File: config.mk
export PLATFORM = sky130hd
export DESIGN_NAME = lsc_out_fifo
export DESIGN_NICKNAME = d
export VERILOG_FILES = /design/src/rtl/lsc_pkg.sv /design/src/rtl/lsc_out_fifo.sv
export SDC_FILE = /design/constraint.sdc
export NUM_CORES = 1
export LEC_CHECK = 0
export BUFFER_PORTS_ARGS = -buffer_cell sky130_fd_sc_hd__buf_2
export CORE_MARGIN = 5
export CORE_UTILIZATION = 50
export DETAILED_ROUTE_END_ITERATION = 12
export PLACE_DENSITY = 0.69
export SETUP_SLACK_MARGIN = 0.4
export SYNTH_ARGS = -nofsm -noshare
export SYNTH_HDL_FRONTEND = slang
export SYNTH_SLANG_ARGS = --single-unit
File: constraint.sdc
create_clock -name clk -period 6 [get_ports clk]
set_input_delay 1.2 -clock clk [delete_from_list [all_inputs] [get_ports clk]]
set_output_delay 1.2 -clock clk [all_outputs]
set_load 0.02 [all_outputs]
File: src/rtl/lsc_pkg.sv
// ----------------------------------------------------------------------------
// lsc_pkg
// Shared widths, register map, result slots and types for the Laplacian
// sharpen block.
// ----------------------------------------------------------------------------
package lsc_pkg;

  // Payload widths
  localparam int PIX_W   = 8;
  localparam int COORD_W = 10;
  localparam int SIZE_W  = 11;
  localparam int LINE_W  = 2 * PIX_W;

  // Largest pixel value after clamping
  localparam logic [PIX_W-1:0] PIX_MAX = '1;

  // Default for the largest supported image side
  localparam int MAX_SIZE_DEF = 1024;

  // Configuration port
  localparam int DATA_W    = 32;
  localparam int PADDR_W   = 3;
  localparam int REG_IDX_W = PADDR_W - 2;
  localparam logic [REG_IDX_W-1:0] REG_IMAGE_SIZE = '0;
  localparam logic [SIZE_W-1:0]    SIZE_RESET     = 11'd512;

  // Result slots, in output order
  localparam int NRES        = 4;
  localparam int RES_INNER   = 0;  // (r-1, c-1)
  localparam int RES_RIGHT   = 1;  // (r-1, c) at the end of a row
  localparam int RES_BOTTOM  = 2;  // (r, c-1) on the bottom row
  localparam int RES_CORNER  = 3;  // (r, c) at the frame end

  // Result queue
  localparam int FIFO_DEPTH = 8;
  localparam int FIFO_PTR_W = 3;
  localparam int FIFO_CNT_W = 4;

  // Position of the incoming pixel within the frame
  typedef struct packed {
    logic rg1;    // row >= 1
    logic rg2;    // row >= 2
    logic cg1;    // col >= 1
    logic cg2;    // col >= 2
    logic rlast;  // bottom row
    logic clast;  // last column
  } lsc_flags_t;

  // One result transaction
  typedef struct packed {
    logic [PIX_W-1:0]   pix;
    logic [COORD_W-1:0] row;
    logic [COORD_W-1:0] col;
    logic               last;
  } lsc_res_t;

endpackage

File: src/rtl/lsc_out_fifo.sv
// ----------------------------------------------------------------------------
// lsc_out_fifo
// Result queue: takes up to four results per cycle in slot order and hands
// out one transaction per cycle on the valid/stall output channel while not stalled.
// ----------------------------------------------------------------------------
module lsc_out_fifo
  import lsc_pkg::*;
(
  input  logic                  clk,
  input  logic                  rst,
  input  logic [NRES-1:0]       push,
  input  lsc_res_t              push_data [NRES],
  output logic                  out_valid,
  input  logic                  out_stall,
  output lsc_res_t              out_data,
  output logic [FIFO_CNT_W-1:0] count
);

  lsc_res_t              mem [FIFO_DEPTH];
  logic [FIFO_PTR_W-1:0] wr_ptr;
  logic [FIFO_PTR_W-1:0] rd_ptr;
  logic [FIFO_PTR_W-1:0] pos [NRES];
  logic [2:0]            n_push;
  logic                  pop;

  // Compact the pushed slots onto consecutive entries
  always_comb begin
    logic [2:0] off;
    off = '0;
    for (int j = 0; j < NRES; j++) begin
      pos[j] = FIFO_PTR_W'(wr_ptr + FIFO_PTR_W'(off));
      off    = off + 3'(push[j]);
    end
    n_push = off;
  end

  assign out_valid = (count != '0);
  assign out_data  = mem[rd_ptr];
  assign pop       = out_valid & ~out_stall;

  // Store pushed results
  always_ff @(posedge clk) begin
    for (int j = 0; j < NRES; j++) begin
      if (push[j]) begin
        mem[pos[j]] <= push_data[j];
      end
    end
  end

  // Advance pointers and occupancy
  always_ff @(posedge clk) begin
    if (rst) begin
      wr_ptr <= '0;
      rd_ptr <= '0;
      count  <= '0;
    end else begin
      wr_ptr <= FIFO_PTR_W'(wr_ptr + FIFO_PTR_W'(n_push));
      rd_ptr <= FIFO_PTR_W'(rd_ptr + FIFO_PTR_W'(pop));
      count  <= FIFO_CNT_W'(count + FIFO_CNT_W'(n_push) - FIFO_CNT_W'(pop));
    end
  end

endmodule

Word-level counts from Yosys, hierarchy flattened
Memory sizes are Yosys's and may differ from the RTL's. A register that Yosys moved wholly into a read port is not among the register bits.
Index checks and enable logic that the tools add are counted.
W data, S select, Z words.

cells by class
  bitwise gates (word level) = 2
  add/sub/neg operators = 10
  multiplexer cells = 9
  reduce and logical (&&, ||, !) cells = 1

operators by type and width
  kind                number
  $add A3 B1 Y3       3
  $mux W1             8
  $add A3 B3 Y3       2
  $add A4 B3 Y4       1
  $reduce_bool A4 Y1  1
  $sub A4 B1 Y4       1
  $add A2 B1 Y3       1
  $add A3 B2 Y3       1
  $mux W3             1
  $add A1 B1 Y2       1
  $and A1 B1 Y1       1
  $not A1 Y1          1

storage, ports and cells
  memory bits (writable) = 232
  register bits after elaboration = 10
  memories kept = 1
  input port bits = 123

memories
  memory  words  bits a word  rd ports  clocked after memory_dff  wr ports  line                RTL
  mem     8      29           1         1                         4         lsc_out_fifo.sv:19  lsc_res_t mem [FIFO_DEPTH];

Depth between registers and ports, before layout
  depth in word-level cells = 5
  gate-level depth with buffers = 11
  depth with buffers taken out = 11

Least setup slack after synthesis
OpenSTA, ideal clock, no wires.

  path kind = input port to flip-flop
  from = in push[0]
  to = mem mem[3][0] (netlist bit) (enable)
  stages on the path = 7
  data arrival time = 3.806 ns
  path slack = 1.598 ns
  cells stage by stage = fa_1 ha_1 fa_1 xor3_1 or2_2 clkbuf_1 nand4_1

RTL lines
  item         line                RTL
  from (decl)  lsc_out_fifo.sv:11  input logic [NRES-1:0] push,
  to (decl)    lsc_out_fifo.sv:19

==> flow_summary.yaml <==
cts:
  cts_buffers: 27
  cts.sinks: 242
  clock_latency_ps: 550
  clkTransAtPathRegs_ps: 60
  tritoncts: "done"
  ctsHtreeMaxLevel: 1
  ctsResizeCount: 0
  hold_buffers: 0
  post_cts.repair.setup_buffers: 0
  cts_buffer_depth: 3
  clockRootBuffer: "clkbuf_16"
synth:
  synthMuxAreaShare_pct: 9.58
  synth_nets: 1861
  synthSimpleGateAreaFrac_pct: 13.7
  ys_seq_area_share_pct: 42.1
  yosysTopAreaCell: "edfxtp_1"
  synth_top_family_by_area: "compound AO/OA/AOI/OAI gates"
  ys_warn_count: 0
  synth_common_cells: "nand2_1, edfxtp_1, a221oi_1, nor2_1, o31ai_1"
  synthFlopType: "edfxtp_1"
  yosys.area.top_type_share_pct: 40.9
  synth-async-reset-ratio_pct: 0
  post-synth-top-count-cell: "nand2_1"
  synthesis.area_per_instance_um2: 9.93
  syn_inst: 1715
  syn-cell-area_mm2: 0.0170
  synth_area_leaders: "edfxtp_1, a221oi_1, mux4_2, o31ai_1, nand2_1"
  synth_fa_ha_area_share_pct: 1.95
  synth_compound_area_share_pct: 24.0
  synth-edff-count: 232
  ys_seq_elements: 242
  synth-xor-area-share_pct: 1.05
  synth_cell_types: 46
critical_path:
  cp-startpoint: "push[0]"
  cpPeakStageDelay_ps: 920
  critical_path.top_delay_family: "simple AND/OR/NAND/NOR gates"
  worstPathArrival_ps: 4260
  start_kind: "primary input"
  crit_required_ps: 5920
  crit_type: "in -> reg"
  worstPathCellList: "buf_2 > ha_1 > ha_1 > inv_1 > fa_1 > xnor2_1 > nor2_2 > buf_4 > nor2_1 > nand3_2"
  slowest_stage: "nand3_2"
  end_kind: "flop"
  worst_r2r_startpoint: "wr_ptr[0]"
  cpMostUsedCell: "ha_1"
  path_buf_inv: 3
  crit_fanout: 30
finish:
  antenna_cells: 0
  drive_gt1_share_pct: 23.4
  fin_nets: 1826
  area_growth_pct: 8.45
  fin_area_mm2: 0.0185
  nFillCells: 2880
  utilization_pct: 55.0
floorplanning:
  initial_core_util_pct: 50.7
  dieArea_mm2: 0.0379
  die_y_um: 195
  io_pins: 157
  fp.dieW_um: 195
  core_mm2: 0.0336
  num_rows: 67
power:
  clockPowerShare_pct: 17.8
  combinationalPowerShare_pct: 48.6
  leakagePower_nw: 6.12
  irDropWorstVdd_uv: 412
  power_density_mw_per_mm2: 538
  internal-power_mw: 5.77
  finalPower_mw: 9.94
  p_switching_mw: 4.17
  switching_share_pct: 42.0
  power.share.sequential_pct: 33.6
timing:
  grt_setup_unrepaired: "no"
  finalHoldViolations: 0
  report.final.slew_viol_count: 0
  worst_slew_pin_slew_ps: 1290
  fin_crit_sh_pct: 72.4
  fmaxAchievable_mhz: 230
  tns_ps: 0
  setup_violations: 0
  setup_ws_ps: 1650
  finClkSkew_ps: 13.5
  min_period_ps: 4350
  slew_headroom_pct: 13.8
status:
  status: "finished, final reports clean"
route:
  dr.pass1.iters: 7
  vias: 15800
  wl_um: 64500
  vias_per_cell: 7.35
  dr.first_iter.drc_count: 2545
  remaining_drc_errors: 0
  wl_per_cell_um: 30.1
  postRouteAntennaNets: 0
grt:
  grt_max_degree: 60
  antenna_found_initial: 0
  grt.total_usage_pct: 32.8
  overflow: 0
  grt_pass1_wl_um: 97200
  grt_pass1_vias: 15400
run:
  max_cap_viol_count: 0
place:
  placed_area_mm2: 0.0176
  gp_congestion: 0.890
  place_ws_ps: 1220
  port_buffers: 156
  dp_hpwl_um: 39000
hold_path:
  hold_class: "reg -> reg"
  min_from: "count[0]"
-- power groups by stage --
| stage | clock network (mW) | registers [mW] | logic, mW |
|---|---|---|---|
| global route | 1.83 | 3.41 | 5.08 |
| finish | 1.77 | 3.35 | 4.83 |
| global placement | 0 | 3.35 | 4.58 |
| floorplan | 0 | 3.17 | 3.36 |
| CTS | 1.76 | 3.35 | 4.70 |
| detailed placement | 0 | 3.37 | 4.69 |
-- layout by cell type (no fill, tap or decap), types with 6 or more instances in the layout --
master	synthesis	final
a221oi_1	222	222
inv_1	15	15
xnor2_1	6	6
o21ai_0	62	62
buf_2	80	156
nand2_1	242	242
edfxtp_1	232	232
mux4_2	58	58
buf_4	22	45
nor2_2	0	9
clkinv_2	0	7
o21ai_1	54	54
nor2b_1	8	8
nand3_1	12	6
and2_1	62	58
o31ai_2	20	20
nor2_1	197	187
mux2_2	29	29
fa_1	6	6
nand3_2	0	6
clkbuf_16	0	27
dfxtp_1	10	7
o31ai_1	154	154
a221oi_2	10	10
ha_1	17	17
-- per-layer routing --
metal / GRT usage (%) / up-vias / wire length, um
met5: 0 / - / 0
met3: 9.38 / 240 / 9860
met4: 12.2 / 0 / 2430
met1: 45.1 / 7488 / 23800
li1: - / 6493 / -
met2: 49.7 / 1563 / 28500
-- worst paths after layout --
path                                   end  slack [ps]  depth (start not counted)
worst max-delay path            mem[2][12]        1650                         10
worst min-delay path              count[0]         640                          2
worst max register to register  mem[2][12]        2230                          8
worst min register to register    count[0]         640                          2
-- per-stage QoR --
step           cells  hold WS [ps]
2_1_floorplan   1715           558
3_3_place_gp    2099           613
3_5_place_dp    2099           633
4_1_cts         2148           657
5_1_grt         2148           718
6_report        2148           642
-- area by class of cell --
type / instances / area (um2) / area share [%]
Clock buffer: 31 / 691 / 3.74
Clock inverter: 18 / 224 / 1.21
Inverter: 15 / 56.3 / 0.305
Multi-Input combinational cell: 1193 / 8650 / 46.8
Sequential cell: 242 / 7170 / 38.8
Tap cell: 448 / 561 / 3.03
Timing Repair Buffer: 201 / 1120 / 6.05
-- kinds of logic (layout without fill, tap and decap cells) --
| kind of cell | count (synthesis) | after routing |
|---|---|---|
| compound gates | 524 | 524 |
| xor+xnor | 12 | 12 |
| fa+ha+maj | 23 | 23 |
| buf+inv | 280 | 265 |
| flops | 242 | 242 |
| mux | 87 | 87 |
| simple gates | 547 | 547 |
-- sequential cells by signal, summed over array words and instances, names as in the netlist --
register and count:
count 4, mem 232, rd_ptr 3, wr_ptr 3
-- worst reg2reg max path, stage by stage, from the launching register on --
cell     delay, ps
dfxtp_1        510
ha_1           210
inv_1           50
fa_1           460
xnor2_1        420
nor2_2          70
buf_4          290
nor2_1         190
nand3_2        920
(Power assumes the default switching activity.)
