File: src/rtl/lsc_pkg.sv
// ----------------------------------------------------------------------------
// lsc_pkg
// Shared widths, register map, result slots and types for the Laplacian
// sharpen block.
// ----------------------------------------------------------------------------
package lsc_pkg;

  // Payload widths
  localparam int PIX_W   = 8;
  localparam int COORD_W = 10;
  localparam int SIZE_W  = 11;
  localparam int LINE_W  = 2 * PIX_W;

  // Largest pixel value after clamping
  localparam logic [PIX_W-1:0] PIX_MAX = '1;

  // Default for the largest supported image side
  localparam int MAX_SIZE_DEF = 1024;

  // Configuration port
  localparam int DATA_W    = 32;
  localparam int PADDR_W   = 3;
  localparam int REG_IDX_W = PADDR_W - 2;
  localparam logic [REG_IDX_W-1:0] REG_IMAGE_SIZE = '0;
  localparam logic [SIZE_W-1:0]    SIZE_RESET     = 11'd512;

  // Result slots, in output order
  localparam int NRES        = 4;
  localparam int RES_INNER   = 0;  // (r-1, c-1)
  localparam int RES_RIGHT   = 1;  // (r-1, c) at the end of a row
  localparam int RES_BOTTOM  = 2;  // (r, c-1) on the bottom row
  localparam int RES_CORNER  = 3;  // (r, c) at the frame end

  // Result queue
  localparam int FIFO_DEPTH = 8;
  localparam int FIFO_PTR_W = 3;
  localparam int FIFO_CNT_W = 4;

  // Position of the incoming pixel within the frame
  typedef struct packed {
    logic rg1;    // row >= 1
    logic rg2;    // row >= 2
    logic cg1;    // col >= 1
    logic cg2;    // col >= 2
    logic rlast;  // bottom row
    logic clast;  // last column
  } lsc_flags_t;

  // One result transaction
  typedef struct packed {
    logic [PIX_W-1:0]   pix;
    logic [COORD_W-1:0] row;
    logic [COORD_W-1:0] col;
    logic               last;
  } lsc_res_t;

endpackage

File: src/rtl/lsc_window.sv
// ----------------------------------------------------------------------------
// lsc_window
// 3x3 column-shift window and the sharpen arithmetic for the up to four
// pixels that the newest column completes.
// ----------------------------------------------------------------------------
module lsc_window
  import lsc_pkg::*;
(
  input  logic             clk,
  input  logic             rst,
  input  logic             shift,
  input  logic [PIX_W-1:0] col_up,
  input  logic [PIX_W-1:0] col_mid,
  input  logic [PIX_W-1:0] col_cur,
  input  lsc_flags_t       flags,
  output logic [NRES-1:0]  res_hit,
  output logic [PIX_W-1:0] res_pix [NRES]
);

  // Two stored columns: w1 is c-1, w2 is c (before the shift)
  logic [PIX_W-1:0] w1 [3];
  logic [PIX_W-1:0] w2 [3];
  // View after the shift: v[row][col]
  logic [PIX_W-1:0] v [3][3];

  // centre - (4*centre - neighbours), clamped; neighbours already masked
  function automatic logic [PIX_W-1:0] sharpen(
    input logic [PIX_W-1:0] c,
    input logic [PIX_W-1:0] u,
    input logic [PIX_W-1:0] d,
    input logic [PIX_W-1:0] l,
    input logic [PIX_W-1:0] r
  );
    logic signed [11:0] s;
    logic [PIX_W-1:0]   y;
    s = $signed(12'(u) + 12'(d) + 12'(l) + 12'(r) - 12'({c, 1'b0}) - 12'(c));
    if (s < 0) begin
      y = '0;
    end else if (s > $signed(12'(PIX_MAX))) begin
      y = PIX_MAX;
    end else begin
      y = s[PIX_W-1:0];
    end
    return y;
  endfunction

  function automatic logic [PIX_W-1:0] keep(input logic en, input logic [PIX_W-1:0] x);
    return en ? x : '0;
  endfunction

  // Advance the window on every transaction that reaches this stage
  always_ff @(posedge clk) begin
    if (rst) begin
      for (int i = 0; i < 3; i++) begin
        w1[i] <= '0;
        w2[i] <= '0;
      end
    end else if (shift) begin
      for (int i = 0; i < 3; i++) begin
        w1[i] <= w2[i];
      end
      w2[0] <= col_up;
      w2[1] <= col_mid;
      w2[2] <= col_cur;
    end
  end

  // Form the shifted view
  always_comb begin
    for (int i = 0; i < 3; i++) begin
      v[i][0] = w1[i];
      v[i][1] = w2[i];
    end
    v[0][2] = col_up;
    v[1][2] = col_mid;
    v[2][2] = col_cur;
  end

  // Select which pixels complete and compute them
  always_comb begin
    res_hit[RES_INNER]  = flags.rg1 & flags.cg1;
    res_hit[RES_RIGHT]  = flags.rg1 & flags.clast;
    res_hit[RES_BOTTOM] = flags.rlast & flags.cg1;
    res_hit[RES_CORNER] = flags.rlast & flags.clast;

    res_pix[RES_INNER]  = sharpen(v[1][1], keep(flags.rg2, v[0][1]), v[2][1],
                                  keep(flags.cg2, v[1][0]), v[1][2]);
    res_pix[RES_RIGHT]  = sharpen(v[1][2], keep(flags.rg2, v[0][2]), v[2][2],
                                  keep(flags.cg1, v[1][1]), '0);
    res_pix[RES_BOTTOM] = sharpen(v[2][1], keep(flags.rg1, v[1][1]), '0,
                                  keep(flags.cg2, v[2][0]), v[2][2]);
    res_pix[RES_CORNER] = sharpen(v[2][2], keep(flags.rg1, v[1][2]), '0,
                                  keep(flags.cg1, v[2][1]), '0);
  end

endmodule

File: config.mk
export PLATFORM = sky130hd
export DESIGN_NAME = lsc_window
export DESIGN_NICKNAME = d
export VERILOG_FILES = /design/src/rtl/lsc_pkg.sv /design/src/rtl/lsc_window.sv
export SDC_FILE = /design/constraint.sdc
export NUM_CORES = 1
export LEC_CHECK = 0
export BUFFER_PORTS_ARGS = -buffer_cell sky130_fd_sc_hd__buf_2
export CAP_MARGIN = 20
export CORE_ASPECT_RATIO = 1.25
export CORE_MARGIN = 5
export CORE_UTILIZATION = 56
export DETAILED_ROUTE_END_ITERATION = 16
export PLACE_DENSITY = 0.73
export SETUP_SLACK_MARGIN = 0.4
export SYNTH_ARGS = -nofsm -noshare
export SYNTH_HDL_FRONTEND = slang
export SYNTH_SLANG_ARGS = --single-unit
File: constraint.sdc
create_clock -name clk -period 4.85 [get_ports clk]
set_input_delay 0.2425 -clock clk [delete_from_list [all_inputs] [get_ports clk]]
set_output_delay 0.2425 -clock clk [all_outputs]
set_load 0.01 [all_outputs]
Yosys cells after proc, flatten, opt, wreduce, memory -nomap -nowiden. Memories as Yosys holds them, arrays and structs flattened. Cells that the tools add are included.

Bits in registers: 0. Bits in writable memories: 48. Bits of input ports: 33. Output and inout bits: 36. Memories: 2.

Memory list: w1 (words 3, width 8, rd ports 2, clocked after Yosys merged registers in 0, write ports 3, line lsc_window.sv:21) `logic [PIX_W-1:0] w1 [3];`; w2 (words 3, width 8, rd ports 3, clocked after Yosys merged registers in 0, write ports 3, line lsc_window.sv:22) `logic [PIX_W-1:0] w2 [3];`.

$add $sub $neg: 16. Order comparisons: 8. Mux-type cells: 27. Bitwise operators: 10.

Operators by type and width (number): 2-to-1 mux 8 bit (22); adder 8 x 8 -> 9 bit (4); greater-than comparator 12 x 9 -> 1 bit (second input constant) (3); < comparator 12 x 1 -> 1 bit (second input constant) (3); subtractor 11 x 9 -> 12 bit (3); subtractor 10 x 9 -> 11 bit (3); adder 9 x 8 -> 10 bit (3); subtractor 12 x 8 -> 12 bit (1); adder 10 x 8 -> 11 bit (1); greater-than comparator 11 x 9 -> 1 bit (second input constant) (1); < comparator 11 x 1 -> 1 bit (second input constant) (1); subtractor 9 x 9 -> 10 bit (1); bitwise OR 1 bit (6); 2-to-1 mux 1 bit (5); AND 1 bit (4).

Longest topological paths before layout. Gate-level depths: netlist of run 1.

Depth after elaboration: 9. Mapped depth: 19. Mapped depth without buffers: 17.

Least setup slack after synthesis of run 1. Ideal clock, no wire load.

Kind: register to output. Start point: memory w2[1][2] (netlist: w2[0][10]). End point: output res_pix[14] (netlist bit). Arrival time: 4.438 ns. Required time: 4.608 ns. Setup slack: 0.169 ns. Stages on the path, launching flop included: 16. Buffers on the path: 1. Cells stage by stage: edfxtp_1 and2_1 fa_1 fa_1 fa_1 a21o_1 a211oi_1 nor2_1 ha_1 or2_2 a21oi_1 a21oi_1 and2_1 or3_1 clkbuf_1 a311oi_1.

RTL lines: start, declared (line lsc_window.sv:22); end, declared (line lsc_window.sv:17) `output logic [PIX_W-1:0] res_pix [NRES]`.

==> impl_metrics.ini, run 1 <==
[route]
wirelength_um = 17300
drc = 0
postRouteAntennaNets = 0
drt_iter0_markers = 321
firstDrtPassIters = 6
routedWlPerCell_um = 17.3
vias_per_cell = 5.70
vias = 5704

[synthesis]
syn-cell-area_um2 = 6580
ys_seq_area_frac = 0.183
ys_types = 54
synth_seq_cells = 40
yosysWarnings = 0
async_flop_share = 0
synthFlopType = edfxtp_1
syn-num-nets = 910
synth_edf_count = 40
synth_cells = 737
syn_avg_cell_area_um2 = 8.93

[grt]
antenna_found_initial = 0
grt_pass1_vias = 5755
grt-ovfl-total = 0
grtUsageTotal = 0.241
grt_max_degree = 41
grt_pass1_wl_um = 27500

[floorplanning]
core_um2 = 11600
row_count = 44
ios = 69
die_area_um2 = 14000
die_w_um = 107
die_y_um = 131
start_util = 0.569

[critical_path]
crit_fanout = 5
path_class = reg2out
cp-end-kind = primary output
regToRegSetupSlack_ns = 3.76
path_common_cell = buf_4
cpLargestDelayFamily = adder cells
critPathArrivalTime_ns = 4.52
startpoint_type = register
cpPeakStageDelay_ns = 0.55
cp.required_ns = 4.61
crit_chain = and2_4, fa_1, inv_2, fa_1, inv_2, ha_4, a21o_1, a211oi_2, nor2_1, ha_1, or2_4, a21oi_4, buf_4, nor3b_1, buf_4, nor4_4, buf_4, a21oi_1, o21a_1, buf_2
cp_slowest_cell = fa_1
worst-path-buf-inv = 6

[timing]
whs_ns = 0.250
max_slew_margin = 0.352
fmax_mhz = 210
setup_tns_ns = 0
period_minus_slack_ns = 4.76
rsz0062_at_grt = true
slew_viol_final = 0
finalHoldViolCount = 0
skew_ns = 0.00448
period_share = 0.981
setup_viol = 0
max_slew.worst_pin.slew_ns = 0.972
fin_ws_ns = 0.0925

[final_layout]
final_nets = 1036
layout-drive-gt1-share = 0.258
antennaDiodeCount = 0
syn_to_final_growth_pct = 22.6

[clock_tree]
cts_max_path_buffers = 2
path_clk_slew_ns = 0.06
htree_levels = 2
clock_sinks = 40
clk_latency_ns = 0.28
cts_tree = yes
clock-root-buffer = clkbuf_16
cts_made_buffers = 5

[power]
leakage_nw = 3.92
peakVddDrop_v = 0.000433
power_density_nw_per_um2 = 566

[run_status]
status = complete, no violations

[hold_path]
hold_path.class = in2reg

[flow_run]
maxCapViolations = 0

[placed_design]
port_buffers = 68
hpwl_um = 12700
gp_congestion = 0.860
dp_slack_ns = 0.0949
==> through the flow <==
step	area [µm²]	utilization	power (W)	instances
floorplan	6610	-	0.00276	737
global placement	7200	0.623	0.00338	947
detailed placement	7200	0.623	0.00348	947
CTS	7700	0.666	0.00415	982
global route	8070	0.698	0.00498	1001
finish	8070	0.698	0.00457	1001
==> cell usage after synthesis, types with 6 or more instances <==
cell type | n | area, µm²
a211oi_1 | 6 | 45.0
a21o_1 | 14 | 105
a21oi_1 | 44 | 220
and2_1 | 85 | 532
clkbuf_1 | 11 | 41.3
edfxtp_1 | 40 | 1200
fa_1 | 73 | 1460
ha_1 | 67 | 838
inv_1 | 130 | 488
nand2_1 | 55 | 206
nand2b_1 | 7 | 43.8
nand3_1 | 8 | 40.0
nor2_1 | 31 | 116
nor2b_1 | 10 | 62.6
o21a_1 | 20 | 150
o21ai_0 | 30 | 150
xnor2_1 | 25 | 219
xor2_1 | 11 | 96.3
==> layer usage <==
layer / global-route usage / routed length, µm / vias up / part of all wire
li1: - / - / 2690 / -
met4: 0.0938 / 862 / 0 / 0.050
met3: 0.0231 / 763 / 57 / 0.044
met1: 0.296 / 6730 / 2770 / 0.39
met5: 0 / 0 / - / 0
met2: 0.433 / 8930 / 187 / 0.52
==> kinds of logic (layout without fill, tap and decap cells) <==
family                     count (synthesis)  in the layout  synth area share
and+or+nand+nor                          219            219             0.178
AOI/OAI and AO/OA                        157            158             0.156
adders and majority gates                142            142             0.353
buffers and inverters                    142            267            0.0810
DFF                                       40             40             0.183
xor gates and xnor gates                  36             36            0.0479
muxes                                      1              1           0.00152
==> final timing paths <==
kind	from	endpoint	cells after the start
worst max-delay path	w2[0][11]	res_pix[12]	20
worst min-delay path	col_cur[7]	w2[0][23]	2
worst max register to register	w2[0][11]	w1[1][3]	3
worst min register to register	w2[0][20]	w1[2][4]	1
==> cell usage in the layout (no fill, tap or decap), types with 25 or more instances in the layout <==
cell,synthesis,routed
a21oi_1,44,28
and2_1,85,76
buf_2,0,64
buf_4,0,58
edfxtp_1,40,40
fa_1,73,69
ha_1,67,55
inv_1,130,120
nand2_1,55,54
nor2_1,31,28
xnor2_1,25,25
==> sequential cells by signal, summed over array words and instances, names as in the netlist <==
name and flops:
w2 24, w1 16
==> repair_timing <==
item,4_1_cts,5_1_grt
hold buffers,0,0
endpoints found under the setup margin,24,32
cloned,0,1
pin swaps,41,45
resized for setup,38,59
setup buffers,28,18
==> power by group <==
part | internal, W | switching, W
Combinational | 0.00179 | 0.00203
Sequential | 0.000409 | 0.0000178
Clock | 0.000187 | 0.000132
==> layout make-up <==
class | instances | area (µm²)
clock inverter | 2 | 12.5
timing repair buffer | 130 | 851
tap | 138 | 173
sequential | 40 | 1200
multi-input combinational | 556 | 5210
clock buffer | 5 | 125
inverter | 130 | 495
fill | 889 | 3500
Note: power is estimated with default switching activity, not from simulation.
==> run 2: changes to the inputs <==
Settings changed: BUFFER_PORTS_ARGS -buffer_cell sky130_fd_sc_hd__buf_2 to -buffer_cell sky130_fd_sc_hd__buf_4.
==> run 2 against run 1 <==
Worst setup slack got worse by 0.026 ns. Register-to-register slack about the same. Critical path depth is 4 lower. Final cell count down 1.5%. Combinational power up 2%. Critical path type unchanged. Highest routed layer unchanged.
==> impl_metrics.ini, run 2 (synthesis results as in run 1) <==
[final_layout]
top_register = w2
syn_to_final_growth_pct = 25.1
multi_input_area_um2 = 5250
fin_util = 0.712
register_area_um2 = 1200
largest_reg_flops = 24
final_cell_mix = inv_1, buf_4, and2_1
final_nets = 1020
top_regs = w2 (24), w1 (16)
antennaDiodeCount = 0
num-fill-cells = 858
final_common_cell = inv_1
finalInstanceArea_um2 = 8230
layout-drive-gt1-share = 0.252

[clock_tree]
clock_sinks = 40
cts_hold_buf = 0
path_clk_slew_ns = 0.06
clock-root-buffer = clkbuf_16
clk_latency_ns = 0.28
cts_tree = yes
cts_max_path_buffers = 2
htree_levels = 2
cts_made_buffers = 5

[route]
vias = 5611
drc = 0
wirelength_um = 17100
postRouteAntennaNets = 0
drt_iter0_markers = 313
vias_per_cell = 5.69
firstDrtPassIters = 5
routedWlPerCell_um = 17.3

[power]
p_sw_frac = 0.463
power.switching_w = 0.00217
power_density_nw_per_um2 = 571
p_total_w = 0.00470
p_comb_frac = 0.828
internal-power_w = 0.00252
leakage_nw = 3.92
peakVddDrop_v = 0.000405
p_seq_frac = 0.091
clock_power_share = 0.081

[critical_path]
cp-end-kind = primary output
crit_fanout = 7
path_class = reg2out
cp_slowest_cell = fa_1
critPathArrivalTime_ns = 4.54
cp.required_ns = 4.61
startpoint_type = register
cpPeakStageDelay_ns = 0.51
crit_chain = and2_4, fa_1, fa_1, fa_2, a21o_1, a211oi_2, nor2_1, ha_1, or2_4, a21oi_4, a21oi_2, and2_4, or3_4, a21oi_2, o21a_1, buf_4

[grt]
grt_pass1_wl_um = 27300
grtUsageTotal = 0.238
grt_pass1_vias = 5751
grt_max_degree = 41
grt-ovfl-total = 0
antenna_found_initial = 0

[floorplanning]
die_area_um2 = 14000
ios = 69
die_y_um = 131
start_util = 0.569
core_um2 = 11600
die_w_um = 107
row_count = 44

[timing]
setup_viol = 0
whs_ns = 0.244
slew_viol_final = 0
max_slew_margin = 0.337
period_share = 0.986
max_slew.worst_pin.slew_ns = 0.995
finalHoldViolCount = 0
rsz0062_at_grt = true
skew_ns = 0.00532
fmax_mhz = 209
period_minus_slack_ns = 4.78

[flow_run]
maxCapViolations = 0

[placed_design]
hpwl_um = 12800
port_buffers = 68
dpl_cell_area_um2 = 7360
gp_congestion = 0.853

[hold_path]
hold_path.class = in2reg

[run_status]
status = complete, no violations
-- run 2: path summary, 6_finish.rpt --
path / from / end / slack [ns] / cells past startpoint
min: col_cur[7] / w2[0][23] / 0.24 / 2
max: w2[0][10] / res_pix[10] / 0.07 / 16
max reg2reg: w2[0][17] / w1[2][1] / 3.77 / 3
min reg2reg: w2[0][14] / w1[1][6] / 0.67 / 1
-- run 2: power by group through the flow --
stage	combinational (W)	sequential, W	clock (W)
final	0.00389	0.000426	0.000380
after global routing	0.00428	0.000428	0.000393
after global placement	0.00308	0.000434	0
after CTS	0.00356	0.000425	0.000380
after detailed placement	0.00318	0.000435	0
after floorplan	0.00233	0.000431	0
-- run 2: metrics by stage --
step / TNS, ns / worst slack (ns) / instances
2_1_floorplan: 0 / 0.408 / 737
4_1_cts: 0 / 0.210 / 978
3_3_place_gp: 0 / 0.259 / 945
3_5_place_dp: 0 / 0.120 / 945
5_1_grt: -0.0305 / -0.0117 / 986
6_report: 0 / 0.0665 / 986
-- run 2: layout make-up --
cell class | instances | share of cell area
clock buffer | 5 | 0.0152
inverter | 130 | 0.0606
sequential | 40 | 0.146
tap | 138 | 0.0210
multi-input combinational | 555 | 0.638
timing repair buffer | 115 | 0.114
clock inverter | 3 | 0.00517
-- run 2: metal layers --
| metal | track usage | wire length (µm) |
|---|---|---|
| met5 | 0 | 0 |
| met3 | 0.0221 | 778 |
| met4 | 0.0640 | 372 |
| met2 | 0.423 | 8960 |
| met1 | 0.310 | 6980 |
-- run 2: worst max-delay path, delay by kind of cell (launching register included) --
kind,cells,cell delay [ns]
buffers and inverters,1,0.12
and+or+nand+nor,5,1.05
DFF,1,0.40
adders and majority gates,4,1.73
AOI/OAI and AO/OA,6,0.94
-- run 2: timing repair --
action                                  in CTS  in global routing
gates resized for setup                     55                 55
cloned                                       0                  1
pin swaps                                   57                 54
endpoints found under the setup margin      31                 32
setup buffers                               25                  7
==> run 3: changes to the inputs <==
Settings changed: CORE_ASPECT_RATIO 1.25 to 1.75.
==> run 3 against run 2 <==
Clock-buffer cell count is 1 higher. Die area is 0.52% higher. Register-to-register slack worse by 0.05 ns. Combinational power is 1% higher. Design area is 0.40% lower. Wire length is 2.0% higher. Via count is 1.2% lower. Worst hold slack better by 0.0041 ns. Highest routed layer unchanged.
==> impl_metrics.ini, run 3 (synthesis results as in run 1) <==
[floorplanning]
row_count = 52
ios = 69
die_area_um2 = 14100
start_util = 0.571
die_w_um = 91.9
core_um2 = 11500
die_y_um = 153

[grt]
grt-ovfl-total = 0
grtUsageTotal = 0.245
grt_max_degree = 41
antenna_found_initial = 0
grt_pass1_wl_um = 27600
grt_pass1_vias = 5797

[critical_path]
worstRegToRegCells = 2
regToRegSetupSlack_ns = 3.72
worst-path-buf-inv = 4
cpLargestDelayFamily = adder cells
critPathArrivalTime_ns = 4.49
crit_chain = buf_6, fa_1, fa_1, inv_1, fa_1, inv_1, ha_2, fa_2, a21o_1, a21oi_2, o21bai_1, a211oi_2, o2111ai_2, a31oi_4, nand2_1, buf_6
reg2reg_to = w1[2][5]
cp.required_ns = 4.61
crit_fanout = 8
cpPeakStageDelay_ns = 0.49
path_common_cell = fa_1
startpoint_type = register
cp-end-kind = primary output
worstReg2RegStart = w2[0][21]
cp_slowest_cell = fa_1
path_class = reg2out

[timing]
max_slew_margin = 0.359
period_minus_slack_ns = 4.73
setup_tns_ns = 0
period_share = 0.976
rsz0062_at_grt = true
setup_viol = 0
max_slew.worst_pin.slew_ns = 0.961
fmax_mhz = 211
skew_ns = 0.00418
finalHoldViolCount = 0
slew_viol_final = 0

[power]
peakVddDrop_v = 0.000446
leakage_nw = 3.92
power_density_nw_per_um2 = 577
p_total_w = 0.00473

[placed_design]
port_buffers = 68
hpwl_um = 13700
gp_congestion = 0.964
dp.cells = 942
dpl_cell_area_um2 = 7360

[hold_path]
hp-start = col_up[1]
hold_path.class = in2reg
min_to = w2[0][1]
whs_path_depth = 2

[final_layout]
final_nets = 1020
final_cell_mix = inv_1, buf_4, and2_1
layout.cells.non_filler = 983
antennaDiodeCount = 0
top_register = w2
layout-drive-gt1-share = 0.249
final_common_cell = inv_1
syn_to_final_growth_pct = 24.6
largest_reg_flops = 24
finalInstanceArea_um2 = 8200
top_regs = w2 (24), w1 (16)

[flow_run]
maxCapViolations = 0

[clock_tree]
path_clk_slew_ns = 0.06
htree_levels = 2
cts_max_path_buffers = 2
cts_hold_buf = 0
clk_latency_ns = 0.28
clock-root-buffer = clkbuf_16
cts_tree = yes
cts_made_buffers = 5
clock_sinks = 40

[route]
drt_iter0_markers = 239
routedWlPerCell_um = 17.7
wirelength_um = 17400
drc = 0
firstDrtPassIters = 5
vias_per_cell = 5.64
postRouteAntennaNets = 0
vias = 5543

[run_status]
status = complete, no violations
run 3: layer usage:
| metal | track usage | up-vias | share of wire |
|---|---|---|---|
| li1 | - | 2651 | - |
| met4 | 0.133 | 0 | 0.060 |
| met3 | 0.0192 | 54 | 0.038 |
| met1 | 0.249 | 2674 | 0.35 |
| met2 | 0.478 | 164 | 0.55 |
| met5 | 0 | - | 0 |
run 3: layout make-up:
type,instances,area (µm²)
flip-flops and latches,40,1200
fillers,874,3320
clock buffers,6,129
multi-input cells,555,5270
repair buffers,115,912
clock inverters,2,35.0
inverters,130,488
well taps,135,169
run 3: timing repair:
action                                 in CTS  in global routing
setup endpoints to repair                  23                 32
resized for setup                          55                 48
pin swaps                                  42                 41
endpoints found under the hold margin       0                  0
setup buffers                              22                 11
cloned                                      0                  0
run 3: how the worst max path moves through the flow:
| stage | start | endpoint | slack [ns] | depth (start not counted) |
|---|---|---|---|---|
| after global placement | w2[0][17] | res_pix[14] | 0.21 | 15 |
| after CTS | w2[0][1] | res_pix[25] | 0.22 | 16 |
| final | w2[0][17] | res_pix[31] | 0.12 | 16 |
| after detailed placement | w2[0][17] | res_pix[14] | 0.11 | 15 |
| after global routing | w2[0][16] | res_pix[31] | 0.03 | 16 |
| after floorplan | flags[4] | res_pix[18] | 0.41 | 18 |
run 3: power breakdown:
part           internal, W  total [W]  switching (W)  leakage (nW)
clock network     0.000242   0.000373       0.000131        0.0808
registers         0.000410   0.000428      0.0000181         0.435
logic              0.00189    0.00393        0.00204          3.40
run 3: through the flow:
stage | hold WS, ns | util | setup WS (ns)
after floorplan | 0.441 | - | 0.408
after global placement | 0.532 | 0.638 | 0.206
after detailed placement | 0.537 | 0.639 | 0.107
after CTS | 0.247 | 0.688 | 0.222
after global routing | 0.260 | 0.712 | 0.0262
final | 0.248 | 0.712 | 0.117
